===== config.mk =====
export PLATFORM = sky130hd
export DESIGN_NAME = char_lcd_4bit_command_sequencer_flat
export DESIGN_NICKNAME = d
export VERILOG_FILES = /design/src/rtl/core/clcd_pkg.sv /design/src/rtl/core/clcd_ifs.sv /design/src/rtl/core/clcd_dp.sv /design/src/rtl/core/clcd_ctrl.sv /design/src/rtl/core/char_lcd_4bit_command_sequencer.sv /design/src/flat_wrapper.sv
export VERILOG_INCLUDE_DIRS = /design/src /design/src/rtl/core
export SDC_FILE = /design/constraint.sdc
export NUM_CORES = 1
export LEC_CHECK = 0
export ABC_AREA = 1
export BUFFER_PORTS_ARGS = -buffer_cell sky130_fd_sc_hd__clkbuf_2
export CORE_ASPECT_RATIO = 1.2
export CORE_MARGIN = 4
export CORE_UTILIZATION = 50
export DETAILED_ROUTE_END_ITERATION = 7
export PLACE_DENSITY = 0.73
export RECOVER_POWER = 50
export SYNTH_ARGS = -nofsm -noshare
export SYNTH_HDL_FRONTEND = slang
export SYNTH_SLANG_ARGS = --single-unit

===== constraint.sdc =====
create_clock -name clk_i -period 2.1 [get_ports clk_i]
set_input_delay 0.315 -clock clk_i [delete_from_list [all_inputs] [get_ports clk_i]]
set_output_delay 0.315 -clock clk_i [all_outputs]
set_load 0.05 [all_outputs]

===== src/rtl/core/assert_macros.svh =====
// Assertion macros used by the LCD sequencer controller
`ifndef ASSERT_MACROS_SVH
`define ASSERT_MACROS_SVH

// property must hold at every clock edge outside reset
`define ASSERT_CLK(lbl, prop, msg) \
  lbl: assert property (@(posedge clk_i) disable iff (!rst_ni) (prop)) else $error(msg);

// expression must never be true outside reset
`define ASSERT_NEVER(lbl, expr, msg) \
  `ASSERT_CLK(lbl, !(expr), msg)

`endif


===== src/rtl/core/clcd_pkg.sv =====
// Types, constants and the start-up table of the character LCD sequencer
package clcd_pkg;

  localparam int unsigned LINE_COLUMNS_DEF = 40;

  typedef enum logic [1:0] {
    OP_INIT  = 2'd0,
    OP_CLEAR = 2'd1,
    OP_GOTO  = 2'd2,
    OP_PUT   = 2'd3
  } op_e;

  typedef enum logic [1:0] {
    ACT_PULSE = 2'd0,
    ACT_BUSY  = 2'd1,
    ACT_DELAY = 2'd2
  } act_e;

  typedef enum logic [2:0] {
    ST_IDLE,
    ST_INIT,
    ST_CLR,
    ST_PUT,
    ST_GOTO_A,
    ST_GOTO_B
  } st_e;

  typedef enum logic [3:0] {
    SRC_TABLE,
    SRC_WAIT,
    SRC_CLR_HI,
    SRC_CLR_LO,
    SRC_CLR_DLY,
    SRC_CHAR_HI,
    SRC_CHAR_LO,
    SRC_TGTA_HI,
    SRC_TGTA_LO,
    SRC_TGTB_HI,
    SRC_TGTB_LO
  } src_e;

  typedef struct packed {
    act_e       action;
    logic       rs;
    logic [3:0] nibble;
    logic [6:0] delay_ms;
  } act_t;

  // controller to datapath
  typedef struct packed {
    logic       accept;
    logic       emit;
    src_e       src;
    logic [5:0] idx;
    logic       last;
  } ctl_t;

  // datapath to controller
  typedef struct packed {
    logic out_free;
    logic plan_a;
    logic plan_b;
  } stat_t;

  localparam logic [5:0] INIT_LAST = 6'd50;
  localparam logic [5:0] CLR_LAST  = 6'd3;
  localparam logic [5:0] SEQ_LAST  = 6'd2;

  localparam logic [7:0] CMD_FUNC_SET  = 8'h28;
  localparam logic [7:0] CMD_DISP_OFF  = 8'h08;
  localparam logic [7:0] CMD_CLEAR     = 8'h01;
  localparam logic [7:0] CMD_ENTRY     = 8'h06;
  localparam logic [7:0] CMD_DISP_ON   = 8'h0F;
  localparam logic [7:0] CMD_DISP_NCUR = 8'h0C;
  localparam logic [7:0] CMD_SET_DDRAM = 8'h80;
  localparam logic [6:0] ROW1_OFFSET   = 7'h40;
  localparam logic [6:0] CLEAR_DLY_MS  = 7'd3;
  localparam logic [2:0] ROWS_WRAP     = 3'd2;
  localparam logic [2:0] ROWS_RESET    = 3'd2;

  function automatic act_t pulse_act(logic rs, logic [3:0] nib);
    act_t a;
    a.action   = ACT_PULSE;
    a.rs       = rs;
    a.nibble   = nib;
    a.delay_ms = 7'd0;
    return a;
  endfunction

  function automatic act_t busy_act();
    act_t a;
    a.action   = ACT_BUSY;
    a.rs       = 1'b0;
    a.nibble   = 4'd0;
    a.delay_ms = 7'd0;
    return a;
  endfunction

  function automatic act_t delay_act(logic [6:0] ms);
    act_t a;
    a.action   = ACT_DELAY;
    a.rs       = 1'b0;
    a.nibble   = 4'd0;
    a.delay_ms = ms;
    return a;
  endfunction

  // start-up run is played twice, then the final display-on command
  function automatic act_t init_action(logic [5:0] idx);
    logic [5:0] k;
    act_t       a;
    k = (idx >= 6'd24) ? idx - 6'd24 : idx;
    a = busy_act();
    if (idx >= 6'd48) begin
      case (idx)
        6'd48:   a = busy_act();
        6'd49:   a = pulse_act(1'b0, CMD_DISP_NCUR[7:4]);
        6'd50:   a = pulse_act(1'b0, CMD_DISP_NCUR[3:0]);
        default: a = busy_act();
      endcase
    end else begin
      case (k)
        6'd0:    a = delay_act(7'd100);
        6'd1:    a = pulse_act(1'b0, 4'h3);
        6'd2:    a = delay_act(7'd5);
        6'd3:    a = pulse_act(1'b0, 4'h3);
        6'd4:    a = delay_act(7'd1);
        6'd5:    a = pulse_act(1'b0, 4'h3);
        6'd6:    a = delay_act(7'd1);
        6'd7:    a = pulse_act(1'b0, 4'h2);
        6'd8:    a = delay_act(7'd4);
        6'd9:    a = pulse_act(1'b0, CMD_FUNC_SET[7:4]);
        6'd10:   a = pulse_act(1'b0, CMD_FUNC_SET[3:0]);
        6'd11:   a = busy_act();
        6'd12:   a = pulse_act(1'b0, CMD_DISP_OFF[7:4]);
        6'd13:   a = pulse_act(1'b0, CMD_DISP_OFF[3:0]);
        6'd14:   a = busy_act();
        6'd15:   a = pulse_act(1'b0, CMD_CLEAR[7:4]);
        6'd16:   a = pulse_act(1'b0, CMD_CLEAR[3:0]);
        6'd17:   a = delay_act(CLEAR_DLY_MS);
        6'd18:   a = busy_act();
        6'd19:   a = pulse_act(1'b0, CMD_ENTRY[7:4]);
        6'd20:   a = pulse_act(1'b0, CMD_ENTRY[3:0]);
        6'd21:   a = busy_act();
        6'd22:   a = pulse_act(1'b0, CMD_DISP_ON[7:4]);
        6'd23:   a = pulse_act(1'b0, CMD_DISP_ON[3:0]);
        default: a = busy_act();
      endcase
    end
    return a;
  endfunction

endpackage


===== src/rtl/core/clcd_ifs.sv =====
// Request channel interfaces of the LCD sequencer: command, action, config
interface clcd_cmd_if;
  logic       valid;
  logic       ready;
  logic [1:0] operation;
  logic [7:0] char_code;
  logic [5:0] column;
  logic [1:0] row;
  modport source (output valid, operation, char_code, column, row, input ready);
  modport sink   (input valid, operation, char_code, column, row, output ready);
endinterface

interface clcd_act_if;
  logic       valid;
  logic       ready;
  logic [1:0] action;
  logic       register_select;
  logic [3:0] nibble;
  logic [6:0] delay_ms;
  logic       last;
  modport source (output valid, action, register_select, nibble, delay_ms, last,
                  input ready);
  modport sink   (input valid, action, register_select, nibble, delay_ms, last,
                  output ready);
endinterface

interface clcd_cfg_if;
  logic       valid;
  logic       ready;
  logic [2:0] row_count;
  modport source (output valid, row_count, input ready);
  modport sink   (input valid, row_count, output ready);
endinterface


===== src/rtl/core/clcd_dp.sv =====
// Datapath: cursor, latched command, put-character plan and action register
module clcd_dp
  import clcd_pkg::*;
#(
  parameter int unsigned LINE_COLUMNS = LINE_COLUMNS_DEF
) (
  input  logic       clk_i,
  input  logic       rst_ni,
  input  ctl_t       ctl_i,
  output stat_t      stat_o,
  input  logic [1:0] operation_i,
  input  logic [7:0] char_code_i,
  input  logic [5:0] column_i,
  input  logic [1:0] row_i,
  input  logic       cfg_valid_i,
  input  logic [2:0] cfg_row_count_i,
  input  logic       out_ready_i,
  output logic       out_valid_o,
  output act_t       out_act_o,
  output logic       out_last_o
);

  localparam logic [6:0] LineCols = 7'(LINE_COLUMNS);

  logic [2:0] row_count_q;
  logic [5:0] cur_col_q, cur_col_d;
  logic [1:0] cur_row_q, cur_row_d;
  logic [7:0] char_q;
  logic [5:0] tgta_col_q, tgta_col_d;
  logic [1:0] tgta_row_q, tgta_row_d;
  logic [5:0] tgtb_col_q, tgtb_col_d;
  logic       plan_a_q, plan_a_d, plan_b_q, plan_b_d;
  logic       out_valid_q, out_valid_d;
  act_t       out_act_q, out_act_d;
  logic       out_last_q, out_last_d;

  logic [6:0] col1, col_a, col_b;
  logic [2:0] row_inc;
  logic [1:0] row_a;
  logic       wrap_a, wrap_b;
  logic [7:0] addr_a, addr_b;

  // put character: line wrap and row 1 re-address
  always_comb begin
    col1    = {1'b0, cur_col_q} + 7'd1;
    wrap_a  = (row_count_q == ROWS_WRAP) && (col1 >= LineCols);
    row_inc = {1'b0, cur_row_q} + 3'd1;
    if (wrap_a) begin
      row_a = (row_inc >= 3'd2) ? 2'd0 : row_inc[1:0];
      col_a = 7'd0;
    end else begin
      row_a = cur_row_q;
      col_a = col1;
    end
    wrap_b = (row_a == 2'd1);
    col_b  = (wrap_b && (col_a >= LineCols)) ? 7'd0 : col_a;
  end

  always_comb begin
    cur_col_d  = cur_col_q;
    cur_row_d  = cur_row_q;
    tgta_col_d = tgta_col_q;
    tgta_row_d = tgta_row_q;
    tgtb_col_d = tgtb_col_q;
    plan_a_d   = plan_a_q;
    plan_b_d   = plan_b_q;
    if (ctl_i.accept) begin
      plan_a_d   = 1'b0;
      plan_b_d   = 1'b0;
      tgta_col_d = 6'd0;
      tgta_row_d = 2'd0;
      case (op_e'(operation_i))
        OP_INIT, OP_CLEAR: begin
          cur_col_d = 6'd0;
          cur_row_d = 2'd0;
        end
        OP_GOTO: begin
          tgta_col_d = column_i;
          tgta_row_d = row_i;
          cur_col_d  = column_i;
          cur_row_d  = row_i;
        end
        OP_PUT: begin
          plan_a_d   = wrap_a;
          plan_b_d   = wrap_b;
          tgta_row_d = row_a;
          tgtb_col_d = col_b[5:0];
          cur_col_d  = col_b[5:0];
          cur_row_d  = row_a;
        end
        default: ;
      endcase
    end
  end

  assign addr_a = CMD_SET_DDRAM | {1'b0, {1'b0, tgta_col_q} +
                  ((tgta_row_q != 2'd0) ? ROW1_OFFSET : 7'd0)};
  assign addr_b = CMD_SET_DDRAM | {1'b0, {1'b0, tgtb_col_q} + ROW1_OFFSET};

  always_comb begin
    out_valid_d = out_valid_q;
    out_act_d   = out_act_q;
    out_last_d  = out_last_q;
    if (ctl_i.emit) begin
      out_valid_d = 1'b1;
      out_last_d  = ctl_i.last;
      case (ctl_i.src)
        SRC_TABLE:   out_act_d = init_action(ctl_i.idx);
        SRC_WAIT:    out_act_d = busy_act();
        SRC_CLR_HI:  out_act_d = pulse_act(1'b0, CMD_CLEAR[7:4]);
        SRC_CLR_LO:  out_act_d = pulse_act(1'b0, CMD_CLEAR[3:0]);
        SRC_CLR_DLY: out_act_d = delay_act(CLEAR_DLY_MS);
        SRC_CHAR_HI: out_act_d = pulse_act(1'b1, char_q[7:4]);
        SRC_CHAR_LO: out_act_d = pulse_act(1'b1, char_q[3:0]);
        SRC_TGTA_HI: out_act_d = pulse_act(1'b0, addr_a[7:4]);
        SRC_TGTA_LO: out_act_d = pulse_act(1'b0, addr_a[3:0]);
        SRC_TGTB_HI: out_act_d = pulse_act(1'b0, addr_b[7:4]);
        SRC_TGTB_LO: out_act_d = pulse_act(1'b0, addr_b[3:0]);
        default:     out_act_d = busy_act();
      endcase
    end else if (out_ready_i) begin
      out_valid_d = 1'b0;
    end
  end

  always_ff @(posedge clk_i or negedge rst_ni) begin
    if (!rst_ni) begin
      row_count_q <= ROWS_RESET;
      cur_col_q   <= 6'd0;
      cur_row_q   <= 2'd0;
      plan_a_q    <= 1'b0;
      plan_b_q    <= 1'b0;
      out_valid_q <= 1'b0;
    end else begin
      if (cfg_valid_i) begin
        row_count_q <= cfg_row_count_i;
      end
      cur_col_q   <= cur_col_d;
      cur_row_q   <= cur_row_d;
      plan_a_q    <= plan_a_d;
      plan_b_q    <= plan_b_d;
      out_valid_q <= out_valid_d;
    end
  end

  always_ff @(posedge clk_i) begin
    if (ctl_i.accept) begin
      char_q <= char_code_i;
    end
    tgta_col_q <= tgta_col_d;
    tgta_row_q <= tgta_row_d;
    tgtb_col_q <= tgtb_col_d;
    out_act_q  <= out_act_d;
    out_last_q <= out_last_d;
  end

  assign stat_o.out_free = !out_valid_q || out_ready_i;
  assign stat_o.plan_a   = plan_a_q;
  assign stat_o.plan_b   = plan_b_q;
  assign out_valid_o     = out_valid_q;
  assign out_act_o       = out_act_q;
  assign out_last_o      = out_last_q;

endmodule


===== src/rtl/core/clcd_ctrl.sv =====
// Controller: command sequencing state machine of the LCD sequencer
`include "assert_macros.svh"

module clcd_ctrl
  import clcd_pkg::*;
(
  input  logic       clk_i,
  input  logic       rst_ni,
  input  logic       in_valid_i,
  input  logic [1:0] operation_i,
  output logic       in_ready_o,
  input  stat_t      stat_i,
  output ctl_t       ctl_o
);

  st_e        state_q, state_d;
  logic [5:0] step_q, step_d;
  logic       seg_end;

  always_comb begin
    case (state_q)
      ST_INIT:               seg_end = (step_q == INIT_LAST);
      ST_CLR:                seg_end = (step_q == CLR_LAST);
      ST_PUT, ST_GOTO_A,
      ST_GOTO_B:             seg_end = (step_q == SEQ_LAST);
      default:               seg_end = 1'b0;
    endcase
  end

  // next state
  always_comb begin
    state_d = state_q;
    step_d  = step_q;
    case (state_q)
      ST_IDLE: begin
        step_d = 6'd0;
        if (in_valid_i) begin
          case (op_e'(operation_i))
            OP_INIT:  state_d = ST_INIT;
            OP_CLEAR: state_d = ST_CLR;
            OP_GOTO:  state_d = ST_GOTO_A;
            OP_PUT:   state_d = ST_PUT;
            default:  state_d = ST_IDLE;
          endcase
        end
      end
      ST_INIT, ST_CLR, ST_PUT, ST_GOTO_A, ST_GOTO_B: begin
        if (stat_i.out_free) begin
          step_d = step_q + 6'd1;
          if (seg_end) begin
            step_d = 6'd0;
            case (state_q)
              ST_CLR:    state_d = ST_GOTO_A;
              ST_PUT:    state_d = stat_i.plan_a ? ST_GOTO_A :
                                   stat_i.plan_b ? ST_GOTO_B : ST_IDLE;
              ST_GOTO_A: state_d = stat_i.plan_b ? ST_GOTO_B : ST_IDLE;
              default:   state_d = ST_IDLE;
            endcase
          end
        end
      end
      default: state_d = ST_IDLE;
    endcase
  end

  // outputs
  always_comb begin
    ctl_o.accept = (state_q == ST_IDLE) && in_valid_i;
    ctl_o.emit   = (state_q != ST_IDLE) && stat_i.out_free;
    ctl_o.idx    = step_q;
    ctl_o.src    = SRC_WAIT;
    ctl_o.last   = 1'b0;
    case (state_q)
      ST_INIT: begin
        ctl_o.src  = SRC_TABLE;
        ctl_o.last = seg_end;
      end
      ST_CLR: begin
        case (step_q)
          6'd1:    ctl_o.src = SRC_CLR_HI;
          6'd2:    ctl_o.src = SRC_CLR_LO;
          6'd3:    ctl_o.src = SRC_CLR_DLY;
          default: ctl_o.src = SRC_WAIT;
        endcase
      end
      ST_PUT: begin
        case (step_q)
          6'd1:    ctl_o.src = SRC_CHAR_HI;
          6'd2:    ctl_o.src = SRC_CHAR_LO;
          default: ctl_o.src = SRC_WAIT;
        endcase
        ctl_o.last = seg_end && !stat_i.plan_a && !stat_i.plan_b;
      end
      ST_GOTO_A: begin
        case (step_q)
          6'd1:    ctl_o.src = SRC_TGTA_HI;
          6'd2:    ctl_o.src = SRC_TGTA_LO;
          default: ctl_o.src = SRC_WAIT;
        endcase
        ctl_o.last = seg_end && !stat_i.plan_b;
      end
      ST_GOTO_B: begin
        case (step_q)
          6'd1:    ctl_o.src = SRC_TGTB_HI;
          6'd2:    ctl_o.src = SRC_TGTB_LO;
          default: ctl_o.src = SRC_WAIT;
        endcase
        ctl_o.last = seg_end;
      end
      default: ;
    endcase
  end

  assign in_ready_o = (state_q == ST_IDLE);

  always_ff @(posedge clk_i or negedge rst_ni) begin
    if (!rst_ni) begin
      state_q <= ST_IDLE;
      step_q  <= 6'd0;
    end else begin
      state_q <= state_d;
      step_q  <= step_d;
    end
  end

  `ASSERT_NEVER(a_idle_no_emit, (state_q == ST_IDLE) && ctl_o.emit, "emit while idle")
  `ASSERT_CLK(a_emit_free, ctl_o.emit |-> stat_i.out_free, "emit into full register")
  `ASSERT_CLK(a_init_step, (state_q == ST_INIT) |-> (step_q <= INIT_LAST), "init overrun")
  `ASSERT_CLK(a_last_idle, (ctl_o.emit && ctl_o.last) |=> (state_q == ST_IDLE),
              "last action without return to idle")

endmodule


===== src/rtl/core/char_lcd_4bit_command_sequencer.sv =====
// Top level of the 4-bit character LCD command sequencer
//
// cmd_i takes one command per request: init, clear, goto column/row or put
// character. act_o gives the resulting bus actions in order: a nibble pulse
// with register select, a wait-until-not-busy, or a delay in milliseconds;
// last marks the final action of a command. cfg_i writes row_count and is
// always ready; write it only while no command is in progress.
// Commands are handled one at a time. cmd_i is ready while the controller is
// idle; after acceptance the controller emits one action per cycle into the
// output register while act_o does not stall. The first action reaches act_o
// through the controller state register and then the output register. The
// rate is set by the single output register, filled by the controller one
// action per cycle whenever the register is free.
// When act_o stalls, the controller holds its step until the register drains.
// A new command can be accepted while the last action still waits in the
// output register.
// Reset puts the cursor at column 0, row 0, row_count at 2 and empties the
// output register; no start-up sequence is sent until an init command.
module char_lcd_4bit_command_sequencer
  import clcd_pkg::*;
#(
  parameter int unsigned LINE_COLUMNS = LINE_COLUMNS_DEF
) (
  input  logic           clk_i,
  input  logic           rst_ni,
  clcd_cmd_if.sink       cmd_i,
  clcd_act_if.source     act_o,
  clcd_cfg_if.sink       cfg_i
);

  ctl_t  ctl;
  stat_t stat;
  act_t  out_act;
  logic  in_ready;
  logic  out_valid;
  logic  out_last;

  clcd_ctrl u_ctrl (
    .clk_i       (clk_i),
    .rst_ni      (rst_ni),
    .in_valid_i  (cmd_i.valid),
    .operation_i (cmd_i.operation),
    .in_ready_o  (in_ready),
    .stat_i      (stat),
    .ctl_o       (ctl)
  );

  clcd_dp #(
    .LINE_COLUMNS (LINE_COLUMNS)
  ) u_dp (
    .clk_i           (clk_i),
    .rst_ni          (rst_ni),
    .ctl_i           (ctl),
    .stat_o          (stat),
    .operation_i     (cmd_i.operation),
    .char_code_i     (cmd_i.char_code),
    .column_i        (cmd_i.column),
    .row_i           (cmd_i.row),
    .cfg_valid_i     (cfg_i.valid),
    .cfg_row_count_i (cfg_i.row_count),
    .out_ready_i     (act_o.ready),
    .out_valid_o     (out_valid),
    .out_act_o       (out_act),
    .out_last_o      (out_last)
  );

  assign cmd_i.ready           = in_ready;
  assign cfg_i.ready           = 1'b1;
  assign act_o.valid           = out_valid;
  assign act_o.action          = out_act.action;
  assign act_o.register_select = out_act.rs;
  assign act_o.nibble          = out_act.nibble;
  assign act_o.delay_ms        = out_act.delay_ms;
  assign act_o.last            = out_last;

endmodule


===== src/flat_wrapper.sv =====
// flat-port wrapper written by rule: the top's interface ports become plain ports
module char_lcd_4bit_command_sequencer_flat import clcd_pkg::*;
#(
  parameter int unsigned LINE_COLUMNS = LINE_COLUMNS_DEF
)
  (clk_i, rst_ni, cmd_i_valid, cmd_i_operation, cmd_i_char_code, cmd_i_column, cmd_i_row, cmd_i_ready, act_o_valid, act_o_action, act_o_register_select, act_o_nibble, act_o_delay_ms, act_o_last, act_o_ready, cfg_i_valid, cfg_i_row_count, cfg_i_ready);
  clcd_cmd_if cmd_i_i ();
  clcd_act_if act_o_i ();
  clcd_cfg_if cfg_i_i ();
  input  logic clk_i;
  input  logic rst_ni;
  input wire logic [$bits(cmd_i_i.valid)-1:0] cmd_i_valid;
  input wire logic [$bits(cmd_i_i.operation)-1:0] cmd_i_operation;
  input wire logic [$bits(cmd_i_i.char_code)-1:0] cmd_i_char_code;
  input wire logic [$bits(cmd_i_i.column)-1:0] cmd_i_column;
  input wire logic [$bits(cmd_i_i.row)-1:0] cmd_i_row;
  output wire logic [$bits(cmd_i_i.ready)-1:0] cmd_i_ready;
  output wire logic [$bits(act_o_i.valid)-1:0] act_o_valid;
  output wire logic [$bits(act_o_i.action)-1:0] act_o_action;
  output wire logic [$bits(act_o_i.register_select)-1:0] act_o_register_select;
  output wire logic [$bits(act_o_i.nibble)-1:0] act_o_nibble;
  output wire logic [$bits(act_o_i.delay_ms)-1:0] act_o_delay_ms;
  output wire logic [$bits(act_o_i.last)-1:0] act_o_last;
  input wire logic [$bits(act_o_i.ready)-1:0] act_o_ready;
  input wire logic [$bits(cfg_i_i.valid)-1:0] cfg_i_valid;
  input wire logic [$bits(cfg_i_i.row_count)-1:0] cfg_i_row_count;
  output wire logic [$bits(cfg_i_i.ready)-1:0] cfg_i_ready;
  assign cmd_i_i.valid = cmd_i_valid;
  assign cmd_i_i.operation = cmd_i_operation;
  assign cmd_i_i.char_code = cmd_i_char_code;
  assign cmd_i_i.column = cmd_i_column;
  assign cmd_i_i.row = cmd_i_row;
  assign cmd_i_ready = cmd_i_i.ready;
  assign act_o_valid = act_o_i.valid;
  assign act_o_action = act_o_i.action;
  assign act_o_register_select = act_o_i.register_select;
  assign act_o_nibble = act_o_i.nibble;
  assign act_o_delay_ms = act_o_i.delay_ms;
  assign act_o_last = act_o_i.last;
  assign act_o_i.ready = act_o_ready;
  assign cfg_i_i.valid = cfg_i_valid;
  assign cfg_i_i.row_count = cfg_i_row_count;
  assign cfg_i_ready = cfg_i_i.ready;
  char_lcd_4bit_command_sequencer #(.LINE_COLUMNS(LINE_COLUMNS)) u_core (.clk_i(clk_i), .rst_ni(rst_ni), .cmd_i(cmd_i_i), .act_o(act_o_i), .cfg_i(cfg_i_i));
endmodule

==> flow_summary_export.csv, run 1 <==
group,metric,value,unit
setup_path,crit_required,2.31,ns
final_layout,utilization,63.3,%
final_layout,area_delta_synth_final,20.8,%
setup_path,path_max_fanout,6,
grt,grtUsageTotal,20.1,%
final_layout,multi_input_area,1910,um2
timing,finalClockSkew,0.00651,ns
detailed_routing,via_per_inst,5.30,
die,ios,44,
final_layout,instances_no_fill,606,
setup_path,crit_chain,"inv_1 -> ha_4 -> inv_1 -> nand4_1 -> a21oi_2 -> nand2_4 -> nor2_4 -> nand3_4 -> nor2_4 -> nand2_1 -> nand3_1",
logic_synthesis,seq_area_frac_synth,43.9,%
die,rows,33,
setup_path,cp_data_arrival_time,2.25,ns
detailed_routing,drt_iter0_markers,201,
run_status,status,"finished clean",
place,post_dp_cell_area,3960,um2
final_layout,fillers,592,
power,powerDensity,1530,nW/um2
timing,slew_viol_final,0,
timing,setup_viol,0,
logic_synthesis,avgSynthCellArea,8.08,um2
final_layout,nets,554,
final_layout,fin_area,4390,um2
logic_synthesis,ys_ff_latch,57,
grt,grt_overflow,0,
power,power.internal,3.50,mW
setup_path,crit_path_start_kind,"register",
final_layout,diodes,0,
clocking,clkSlewWorstSetupHoldPaths,0.07,ns
clocking,cts_tree,"yes",
detailed_routing,num_vias,3211,
timing,fin_ws,0.0561,ns
die,die_w,85.8,um
timing,hold_violations,0,
logic_synthesis,ys.warnings.count,0,
power,power_frac_comb,55.1,%
power,power.share.clock,16.5,%
detailed_routing,drtPass1Iterations,5,
clocking,htreeDepth,3,
clocking,cts_root_buf,"clkbuf_8",
place,place.gp.congestion,0.893,
timing,worstMarginPinSlew,1.28,ns
setup_path,end_kind,"register",
logic_synthesis,netlist_area,3640,um2
logic_synthesis,netlist_instances,450,
timing,timing.setup.tns,0,ns
logic_synthesis,ys_types,35,
place,place_hpwl,6.12,mm
grt,antenna_found_initial,0,
timing,rsz0062_at_grt,"true",
detailed_routing,post_drt_wl_per_cell,13.4,um
detailed_routing,routed_wl,8.14,mm
setup_path,critPathKind,"register to register",
place,portBuffers,40,
grt,grt_start_max_net_pins,33,
power,power.total,6.72,mW
clocking,cts_made_buffers,9,
clocking,clock-sinks,57,
detailed_routing,ant_nets,0,
timing,holdWs,0.153,ns
min_path,hold_path.class,"input port to register",
die,start_util,52.4,%
power,p_sw,3.22,mW
setup_path,crit_path_top_delay_cell,"dfrtp_1",
power,ir_worst_vdd,978,uV
clocking,clk_latency,0.34,ns
flow_run,cap_violations,0,
grt,grt_pass1_wl,14.0,mm
final_layout,drive_gt1_share,25.4,%
clocking,cts.path.max_buffers,2,
die,die_area,8710,um2
die,die_y,101,um
place,dpl.cell_count,580,
timing,fin_crit_sh,97.3,%
timing,max_clock_freq,489,MHz
place,place_ws,0.0108,ns
detailed_routing,drc,0,
timing,slew-limit-headroom,14.4,%
final_layout,regArea,1600,um2
power,leakagePower,2.08,nW
power,swShare,47.9,%
die,core,6940,um2
grt,grt_pass1_vias,3173,
power,seq_power_share,28.4,%
setup_path,slowest_delay,0.43,ns
timing,min_period,2.04,ns
## sequential cells by signal, indices dropped and copies added (netlist names)
register and count:
u_core.u_dp.tgtb_col_q 6, u_core.u_dp.plan_b_q 1, u_core.u_dp.out_last_o 1, u_core.u_ctrl.step_q 6, u_core.u_dp.out_act_o 11, u_core.u_dp.cur_row_q 2, u_core.u_dp.out_valid_o 1, u_core.u_dp.tgta_col_q 6
u_core.u_dp.plan_a_q 1, u_core.u_ctrl.state_q 3, u_core.u_dp.char_q 8, u_core.u_dp.cur_col_q 6, u_core.u_dp.tgta_row_q 2, u_core.u_dp.row_count_q 3
## final timing paths
check / slack, ns / endpoint / depth (start not counted) / startpoint
max: 0.06 / u_core.u_dp.out_act_o[9] / 11 / u_core.u_ctrl.step_q[1]
max in group asynchronous: 0.47 / u_core.u_ctrl.state_q[2] / 2 / rst_ni
min in group asynchronous: 0.78 / u_core.u_ctrl.step_q[5] / 2 / rst_ni
min: 0.15 / u_core.u_dp.char_q[4] / 1 / cmd_i_char_code[4]
min reg2reg: 0.49 / u_core.u_dp.row_count_q[1] / 2 / u_core.u_dp.row_count_q[1]
max reg2reg: 0.06 / u_core.u_dp.out_act_o[9] / 11 / u_core.u_ctrl.step_q[1]
## placed cells by master, fill, tap and decap left out, types with 8 or more instances in the layout
cell type	synthesis	routed
a21oi_1	13	12
buf_4	5	18
clkbuf_1	2	18
clkbuf_2	0	24
clkbuf_8	0	9
dfrtp_1	22	18
edfxtp_1	34	34
ha_1	14	10
inv_1	47	45
inv_2	8	8
nand2_1	106	101
nand2_2	9	10
nand3_1	52	51
nor2_1	40	36
nor2_2	9	8
nor2_4	8	14
o21ai_0	29	29
## logic make-up after synthesis
group,count (synthesis),synth area share [%]
AND/OR/NAND/NOR,252,33.7
buffers and inverters,65,7.71
flip-flops,57,43.9
AO/OA/AOI/OAI,52,7.54
adder cells (fa/ha/maj),14,4.82
XOR/XNOR,6,1.45
other,2,0.207
multiplexers,2,0.619
## cell type report
type                            count  share of cell area (%)
Tap cell                           87                    2.48
Timing Repair Buffer               60                    7.67
Clock buffer                       11                    2.99
Inverter                           56                    4.96
Clock inverter                      5                    1.82
Multi-Input combinational cell    330                    43.6
Sequential cell                    57                    36.5
## power by group through the flow
stage	sequential [mW]	clock, mW	combinational [mW]
finish	1.91	1.11	3.71
global route	1.95	1.18	4.12
global placement	1.92	0	3.25
detailed placement	1.92	0	3.31
floorplan	2.28	0	2.19
CTS	1.90	1.13	3.33
## layer usage
layer / track usage, % / part of all wire [%]
met1: 23.9 / 41
met2: 34.3 / 51
met3: 4.48 / 4.5
met4: 9.99 / 3.3
met5: 0 / 0
## cells in the mapped netlist
cell,count,area (um2)
nand2_2,9,56.3
o22ai_1,2,12.5
buf_4,5,37.5
a21oi_2,1,8.76
xnor2_1,1,8.76
clkbuf_1,2,7.51
o21ai_1,4,20.0
or2_2,2,12.5
nor4_1,2,12.5
nor2_2,9,56.3
dfstp_2,1,26.3
o31ai_1,1,7.51
xor2_1,5,43.8
and2_1,3,18.8
conb_1,2,7.51
nand3b_1,5,37.5
ha_1,14,175
mux2_2,2,22.5
nand3_1,52,260
nor2_4,8,90.1
nor3_1,3,15.0
nand3_2,6,60.1
nand2_1,106,398
nor2_1,40,150
o21ai_0,29,145
o211ai_1,2,15.0
inv_1,47,176
dfrtp_1,22,551
inv_4,1,6.26
a21oi_1,13,65.1
nand4_1,4,25.0
inv_2,8,30.0
buf_6,2,22.5
nand2_4,3,33.8
edfxtp_1,34,1020
## timing repair
action	CTS	global route
buffers inserted	0	8
gates resized for setup	0	42
hold endpoints to repair	22	0
endpoints found under the setup margin	0	16
hold buffers	1	0
## critical path: cells and delay by family (launching register included)
| kind | cells | cell delay, ns |
|---|---|---|
| flops | 1 | 0.43 |
| compound gates | 1 | 0.27 |
| fa+ha+maj | 1 | 0.19 |
| buf+inv | 2 | 0.19 |
| simple gates | 7 | 0.85 |
(Power assumes the default switching activity.)
==> run 2, diff against run 1 <==
- ABC_AREA: 1 -> default
==> run 2 against run 1 <==
Compared with the run above:
- the run now ends with setup timing left
- count of clock-buffer cells in the layout is 2 lower
- critical endpoint is now u_core.u_dp.out_act_o[8]
- setup slack worse by 0.23 ns
- worst hold slack worse by 0.010 ns
- design area is 14% higher
- sequential share of layout area is 4.6 points lower
- die area is 2.3% higher
- critical path type unchanged
==> flow_summary_export.csv, run 2 <==
group,metric,value,unit
clocking,clk_latency,0.34,ns
logic_synthesis,synth_top_area_share,27.4,%
setup_path,slowest_delay,0.44,ns
place,place_hpwl,7.15,mm
power,seq_power_share,28.2,%
min_path,hold_end,"u_core.u_dp.char_q[1]",
logic_synthesis,avgSynthCellArea,9.63,um2
power,power.share.clock,15.5,%
place,post_dp_cell_area,4500,um2
final_layout,nets,545,
timing,worstMarginPinSlew,1.32,ns
setup_path,critPathKind,"register to register",
timing,hold_violations,0,
setup_path,crit_buf_inv,3,
power,power.total,6.82,mW
timing,holdWs,0.143,ns
timing,slew_viol_final,0,
die,die_area,8900,um2
grt,grt_pass1_wl,15.8,mm
logic_synthesis,synth-edff-count,34,
power,swShare,44.2,%
detailed_routing,drtPass1Iterations,4,
detailed_routing,highest_layer,"met4",
die,die_y,103,um
detailed_routing,post_drt_wl_per_cell,16.4,um
final_layout,drive_gt1_share,37.6,%
flow_run,cap_violations,0,
setup_path,crit_start,"u_core.u_ctrl.step_q[1]",
clocking,clock-sinks,57,
final_layout,fin_area,5020,um2
timing,slew-limit-headroom,12.0,%
power,power_frac_comb,56.2,%
power,power.internal,3.81,mW
setup_path,crit_chain,"buf_4 -> ha_4 -> o31a_1 -> o21ai_4 -> buf_4 -> o211ai_1 -> buf_4 -> o32a_1 -> o311ai_1",
clocking,cts.path.max_buffers,2,
power,ir_worst_vdd,729,uV
detailed_routing,routed_wl,9.83,mm
detailed_routing,via_per_inst,5.75,
min_path,hold_path.class,"input port to register",
detailed_routing,dr_wl_met2,5.12,mm
timing,fin_ws,-0.172,ns
clocking,cts_tree,"yes",
logic_synthesis,ys_ff_latch,57,
logic_synthesis,ys.warnings.count,0,
setup_path,critPathTopFamily,"compound AO/OA/AOI/OAI gates",
power,p_sw,3.01,mW
run_status,violations,"setup timing",
detailed_routing,drc,0,
logic_synthesis,synthTopCellsByCount,"nor2_1, nand2_1, edfxtp_1",
die,rows,34,
timing,min_period,2.27,ns
logic_synthesis,netlist_instances,387,
final_layout,largest_reg_flops,11,
min_path,whs_path_depth,1,
place,place_ws,-0.295,ns
timing,max_clock_freq,440,MHz
min_path,worstHoldStart,"cmd_i_char_code[1]",
power,powerDensity,1360,nW/um2
final_layout,regArea,1600,um2
logic_synthesis,async_flop_share,40.4,%
grt,grt_overflow,0,
final_layout,area_delta_synth_final,34.9,%
die,die_w,86.8,um
detailed_routing,wl_met1,3.88,mm
detailed_routing,drt_iter0_markers,227,
setup_path,rrSetupSlack,-0.17,ns
timing,setup_viol,10,
setup_path,reg2reg_from,"u_core.u_ctrl.step_q[1]",
setup_path,crit_path_top_delay_cell,"dfrtp_2",
clocking,cts_made_buffers,9,
timing,rsz0062_at_grt,"true",
logic_synthesis,netlist_top_cells_area,"edfxtp_1, dfrtp_1, ha_1",
die,core,7270,um2
final_layout,layout_commonest_cell,"buf_4",
timing,fin_crit_sh,108,%
final_layout,fillers,538,
logic_synthesis,synth.most_common_cell,"nor2_1",
setup_path,cp_data_arrival_time,2.44,ns
setup_path,r2r_end,"u_core.u_dp.out_act_o[8]",
grt,antenna_found_initial,0,
setup_path,crit_required,2.27,ns
clocking,htreeDepth,3,
logic_synthesis,seq_area_frac_synth,42.9,%
setup_path,reg2regPathDepth,9,
run_status,status,"complete, but fails checks",
final_layout,multi_input_area,2130,um2
setup_path,crit_top_cell,"buf_4",
clocking,cts_root_buf,"clkbuf_8",
place,portBuffers,40,
grt,grtUsageTotal,22.6,%
setup_path,crit_path_start_kind,"register",
grt,grt_start_max_net_pins,24,
setup_path,end_kind,"register",
detailed_routing,num_vias,3448,
clocking,clkSlewWorstSetupHoldPaths,0.07,ns
place,dpl.cell_count,567,
detailed_routing,ant_nets,0,
timing,finalClockSkew,0.00467,ns
place,place.gp.congestion,0.942,
die,ios,44,
grt,grt_pass1_vias,3410,
final_layout,instances_no_fill,600,
final_layout,diodes,0,
logic_synthesis,netlist_area,3730,um2
detailed_routing,wl_met3,518,um
setup_path,path_max_fanout,4,
final_layout,mostFrequentLayoutCells,"buf_4, edfxtp_1, nor2_1, nand2_1, clkbuf_2",
logic_synthesis,ys_types,81,
logic_synthesis,synth_ff_type,"edfxtp_1",
die,start_util,51.2,%
logic_synthesis,synth_top_area_cell,"edfxtp_1",
power,leakagePower,2.10,nW
## run 2: worst max-delay path by stage
stage	cells past startpoint	end	slack, ns
2_1_floorplan	10	u_core.u_dp.out_act_o[7]	-0.32
3_3_place_gp	8	u_core.u_dp.out_act_o[7]	-0.23
3_5_place_dp	8	u_core.u_dp.out_act_o[7]	-0.29
4_1_cts	9	u_core.u_dp.out_act_o[7]	-0.18
5_1_grt	9	u_core.u_dp.out_act_o[7]	-0.26
6_report	9	u_core.u_dp.out_act_o[8]	-0.17
## run 2: metal layers
layer | up-vias | global-route usage, %
li1 | 1663 | -
met1 | 1634 | 26.0
met2 | 119 | 38.5
met3 | 32 | 5.76
met4 | 0 | 12.1
met5 | - | 0
## run 2: kinds of logic after synthesis
kind of cell / synth area share, %
XOR/XNOR: 1.18
other: 0.202
AND/OR/NAND/NOR: 19.4
multiplexers: 3.22
AO/OA/AOI/OAI: 23.0
adder cells (fa/ha/maj): 4.70
flip-flops: 42.9
buffers and inverters: 5.41
## run 2: through the flow
step,setup TNS (ns),utilization [%]
floorplan,-0.771,-
global route,-2.24,69.1
global placement,-1.08,61.9
detailed placement,-2.73,61.9
CTS,-0.825,67.1
finish,-1.10,69.1
## run 2: area by class of cell
type,instances,share of cell area (%)
Sequential cell,57,31.9
Timing Repair Buffer,127,17.7
Tap cell,90,2.24
Clock inverter,7,1.57
Inverter,20,1.72
Multi-Input combinational cell,290,42.4
Clock buffer,9,2.47
## run 2: repair_timing
| action | CTS | global route |
|---|---|---|
| resized for setup | 32 | 22 |
| setup endpoints to repair | 25 | 23 |
| hold buffers | 1 | 0 |
| pin swaps | 7 | 4 |
| hold endpoints to repair | 22 | 0 |
| buffers inserted | 4 | 11 |
| gates cloned | 0 | 1 |
## run 2: power groups by stage
stage          combinational (mW)  clock [mW]  sequential, mW
2_1_floorplan                1.77           0            2.31
3_3_place_gp                 3.23           0            1.92
3_5_place_dp                 3.30           0            1.94
4_1_cts                      3.56        1.08            1.92
5_1_grt                      4.12        1.14            1.96
6_report                     3.83        1.06            1.92
